File: config.mk
export PLATFORM = sky130hd
export DESIGN_NAME = tdfa_ram
export DESIGN_NICKNAME = d
export VERILOG_FILES = /design/src/hdl/tdfa_ram.sv
export SDC_FILE = /design/constraint.sdc
export NUM_CORES = 2
export LEC_CHECK = 0
export BUFFER_PORTS_ARGS = -buffer_cell sky130_fd_sc_hd__clkbuf_2
export CAP_MARGIN = 20
export CORE_AREA = 2 2 481 483
export CTS_CLUSTER_SIZE = 40
export DETAILED_ROUTE_END_ITERATION = 7
export DIE_AREA = 0 0 483 485
export GPL_TIMING_DRIVEN = 1
export HOLD_SLACK_MARGIN = 0.06
export PLACE_DENSITY = 0.54
export SLEW_MARGIN = 20
export SYNTH_ARGS = -nofsm -noshare
export SYNTH_HDL_FRONTEND = slang
export SYNTH_SLANG_ARGS = --single-unit
File: constraint.sdc
create_clock -name clk -period 3.6 [get_ports clk]
set_clock_uncertainty 0.15 [all_clocks]
set_input_delay 0.72 -clock clk [delete_from_list [all_inputs] [get_ports clk]]
set_output_delay 0.72 -clock clk [all_outputs]
set_load 0.01 [all_outputs]
File: src/hdl/tdfa_ram.sv
// Generic simple dual-port RAM: one write port, one read port, registered read.
// No dependencies.
module tdfa_ram #(
	parameter int WIDTH = 8,
	parameter int DEPTH = 256
) (
	input  logic                     clk,
	input  logic                     we,
	input  logic [$clog2(DEPTH)-1:0] waddr,
	input  logic [WIDTH-1:0]         wdata,
	input  logic                     re,
	input  logic [$clog2(DEPTH)-1:0] raddr,
	output logic [WIDTH-1:0]         rdata
);

	logic [WIDTH-1:0] mem [DEPTH];

	always_ff @(posedge clk) begin
		if (we) begin
			mem[waddr] <= wdata;
		end
		if (re) begin
			rdata <= mem[raddr];
		end
	end

endmodule

# Yosys cells after proc, flatten, opt, wreduce, memory -nomap -nowiden
# Memories as Yosys holds them, arrays and structs flattened. A register that Yosys moved wholly into a read port is not among the register bits.
# Cells that the tools add are included.
dict set report word_totals {
  reg_bits 0
  ramBits 2048
  input_bits 27
  output_inout_bits 8
  elab_cells 3
  n_memories 1
}
# memory depth word_bits read_ports rd_ports_with_merged_regs wr line
set mem_list {}
lappend mem_list {mem 256 8 1 1 1 16} ;# logic [WIDTH-1:0] mem [DEPTH];
dict set report classes {
  n_mux 2
}
# operator count
set ops {}
lappend ops {{$mux W1} 2}

# Depth between registers and ports, before layout
dict set report depth {
  ltp_word 2
  ltp_mapped 11
  ltp_nobuf 6
}

# Least setup slack after synthesis
# Ideal clock, no wire load.
dict set report synth_timing {
  path_kind {input to register}
  start {input port raddr[0]}
  end {register rdata[2], read port of mem, data pin}
  setup_time_ns 0.269
  t_arrival_ns 2.527
  required_time_ns 3.181
  path_slack_ns 0.654
  cell_stages 9
  n_path_buf 4
  path_cell_list {buf_6 -> buf_12 -> buf_8 -> buf_2 -> mux4_2 -> a22oi_1 -> a21oi_1 -> nor4_1 -> nor4_2}
}
# item line
set synth_lines {}
lappend synth_lines {{start: declaration} 12} ;# input logic [$clog2(DEPTH)-1:0] raddr,
lappend synth_lines {{end: declaration} 13} ;# output logic [WIDTH-1:0] rdata

==> results by group <==
Clocking
  • Clock Sinks: between 2k and 2.5k
  • CTS hold repair buffers: 0
  • Deepest clock path buffer count: 3
  • # resized after CTS: 0
  • CTS root buffer: clkbuf_16
  • CTS Buf Count: ~210
  • Postcts setup bufs: 0
  • CTS tree: built
  • Clock Latency Late Sink: 840 ps
  • Clk slew on worst S/H paths: roughly 60 ps
  • CTS H-tree lvls: 4

Routing
  • WL/cell: ~28 um
  • Vias per cell: about 5.3
  • DRC viols: 0
  • Total Wirelength: between 200000 and 250000 um
  • Initial detailed-routing violation count: around 4.3k
  • First-pass DRT Iterations: 5
  • Post-DRT Antenna Nets: 0
  • Vias: around 40k

Yosys
  • Yosys warns: 0
  • Cell accounting for the most synthesized area: edfxtp_1
  • Syn avg cell area: 21.3 um^2
  • Post-Syn Area: between 70000 and 80000 um^2
  • Yosys cell types: 54
  • Post-synth EDFFs: roughly 2.1k
  • Seq/Total Area, Yosys: 77.5%
  • Flops & latches, synth: approximately 2k
  • Post-synth ARST share: 0%
  • Ys flop type: edfxtp_1
  • Cells after Synth: between 3k and 4k
  • Syn nets: around 3.8k
  • Share of the synthesized area in the top cell type: between 70% and 80%
  • Synth area leaders: edfxtp_1, mux4_2, mux2i_1, nor2_1, a22oi_1

STA
  • Slew HR: between 15 and 20%
  • Final number of setup-violating endpoints: 0
  • Setup ws final: between 6 and 7 ps
  • Slew Limit Fails: 0
  • Hold WS: approximately 110 ps
  • FMAX: between 0.2 and 0.3 GHz
  • RSZ-0062 raised after global routing: false
  • Final Hold Vio Count: 0
  • Final TNS setup: 0 ps
  • Slew @ Worst Pin: 1190 ps
  • Min cycle time layout: around 3600 ps
  • Fin crit share: 99.8%

Finish
  • Register area: around 62000 um^2
  • Share of cells above drive strength 1: a little under a third
  • Synthesis-to-layout area growth: 18.1%
  • NumNets Final: around 4.4k
  • FILL cells: approximately 20k
  • Final core occ: between 40% and 50%
  • Multi-input logic area: around 17000 um^2
  • Final std cell area, no fill: 94000 um^2
  • Finished Layout Cells: around 7.5k

Power
  • Combinational fraction of design power: under 10%
  • Flop pwr share: about 53%
  • Psw: 10.8 mW
  • Pwr/cell area: ~530 nW/um^2
  • Clock Power Share: 42.0%
  • Leakage power: roughly 30 nW
  • Sw frac: a little over a fifth
  • Total power: between 50 and 60 mW
  • Internal Power: 39.3 mW
  • Max VDD drop: around 0.48 mV

Critical path
  • Worst Path Arrival: between 4000 and 5000 ps
  • CP required: between 4000 and 5000 ps
  • Reg2Reg Setup Slack: ~260 ps
  • WS Path Type: input port to register
  • RR Endpoint: rdata[1]
  • Critical path startpoint category: input port
  • FF-to-FF Start: mem[83][1]
  • Worst Path Max Fanout: 14
  • Worst r2r path cells: 6
  • Critical path capture point type: register

Placed design
  • I/O Buffers: 34
  • Final HPWL DP: roughly 130000 um
  • Dpl cells: between 7k and 8k
  • Routability cong.: 0.826
  • Pre-CTS WS: -806 ps
  • Placed cell area: about 90000 um^2

Worst hold path
  • HP Start: wdata[3]
  • Min-Delay Endpoint: mem[223][3]
  • Hold path cells: 1
  • Hold Path Class: input port to register

Floorplan
  • I/O pin count: 35
  • Die Ht: between 400 and 500 um
  • DIE AREA: around 230000 um^2
  • Starting Density: 34.8%
  • Die X-Extent: approximately 480 um
  • Row Count: between 150 and 200
  • Core area: approximately 230000 um^2

Global route
  • Vias in the first global route: just over 40k
  • Gr usage total: 17.9%
  • First-pass GRT wire length: approximately 300000 um
  • Pin count of the biggest net entering global routing: around 110
  • Initial antenna violation count: 9
  • Gr ovfl total: 0

Job
  • Maxcap violations: 0

Run status
  • Status: finished, final reports clean
-- kinds of logic after synthesis --
logic type             after synthesis  synth area share [%]
DFF                               2056                  77.5
muxes                              591                  14.6
and+or+nand+nor                    466                  2.63
AOI/OAI and AO/OA                  385                  3.42
buffers and inverters              235                  1.83
-- cell type report --
| cell class | instances | share of cell area, % |
|---|---|---|
| timing repair buffer | 608 | 5.71 |
| antenna | 4 | 0.0106 |
| multi-input combinational | 1442 | 17.6 |
| clock inverter | 128 | 1.14 |
| tap | 3026 | 4.03 |
| clock buffer | 262 | 5.89 |
| inverter | 2 | 0.00798 |
| sequential | 2056 | 65.7 |
-- cells in the mapped netlist (all sizes together), types with 6 or more instances --
cell and count:
nor2b 31, a211oi 16, a22o 8, a21oi 96, nand2 33, o211ai 10, buf 122, mux4 456
a22oi 133, a221oi 14, o22ai 28, mux2i 134, nand4 10, and2 6, edfxtp 2056, clkbuf 111
nor4 27, nor3 22, nor2 282, nand2b 8, nand3 34, o221ai 47, o21ai 12
-- routing by layer --
layer	track usage [%]	wire [um]	up-vias
met5	0	20	-
met4	4.20	4210	2
met3	2.67	12300	258
met2	29.5	104000	1329
met1	25.1	90900	21617
li1	-	-	16900
-- how the worst max path moves through the flow --
stage	from	to	slack, ps
after floorplan	raddr[0]	rdata[2]	650
after global placement	raddr[0]	rdata[1]	-770
after detailed placement	raddr[0]	rdata[1]	-810
after CTS	raddr[0]	rdata[1]	70
after global routing	raddr[0]	rdata[1]	50
final	raddr[0]	rdata[1]	7
-- registers in the layout (all words and copies together) (netlist names) --
register,count
rdata,8
mem,2048
-- critical path: stages --
cell      delay (ps)
buf_8            170
buf_12           220
buf_4            270
mux4_2           540
nor2b_1          150
a211oi_1         460
nor3_1           100
nor4_1          1020
buf_4            260
nor4_1            50
-- layout by cell type, fill, tap and decap left out, drive strengths merged, types with 16 or more instances in the layout --
cell type / instances
o22ai: 28
a21oi: 96
a211oi: 16
nand3: 34
clkinv: 100
buf: 586
a22oi: 133
nor2: 282
nor2b: 31
nor3: 22
clkbuf: 284
edfxtp: 2056
mux2i: 134
o221ai: 47
nand2: 33
mux4: 456
nor4: 27
-- power groups by stage --
| stage | logic (mW) | registers (mW) | clock network [mW] |
|---|---|---|---|
| after global routing | 2.83 | 26.4 | 22.4 |
| after floorplan | 1.28 | 26.9 | 0 |
| final | 2.67 | 26.4 | 21.1 |
| after global placement | 2.68 | 27.0 | 0 |
| after CTS | 2.71 | 26.4 | 21.5 |
| after detailed placement | 2.70 | 27.0 | 0 |
(Power assumes the default switching activity.)
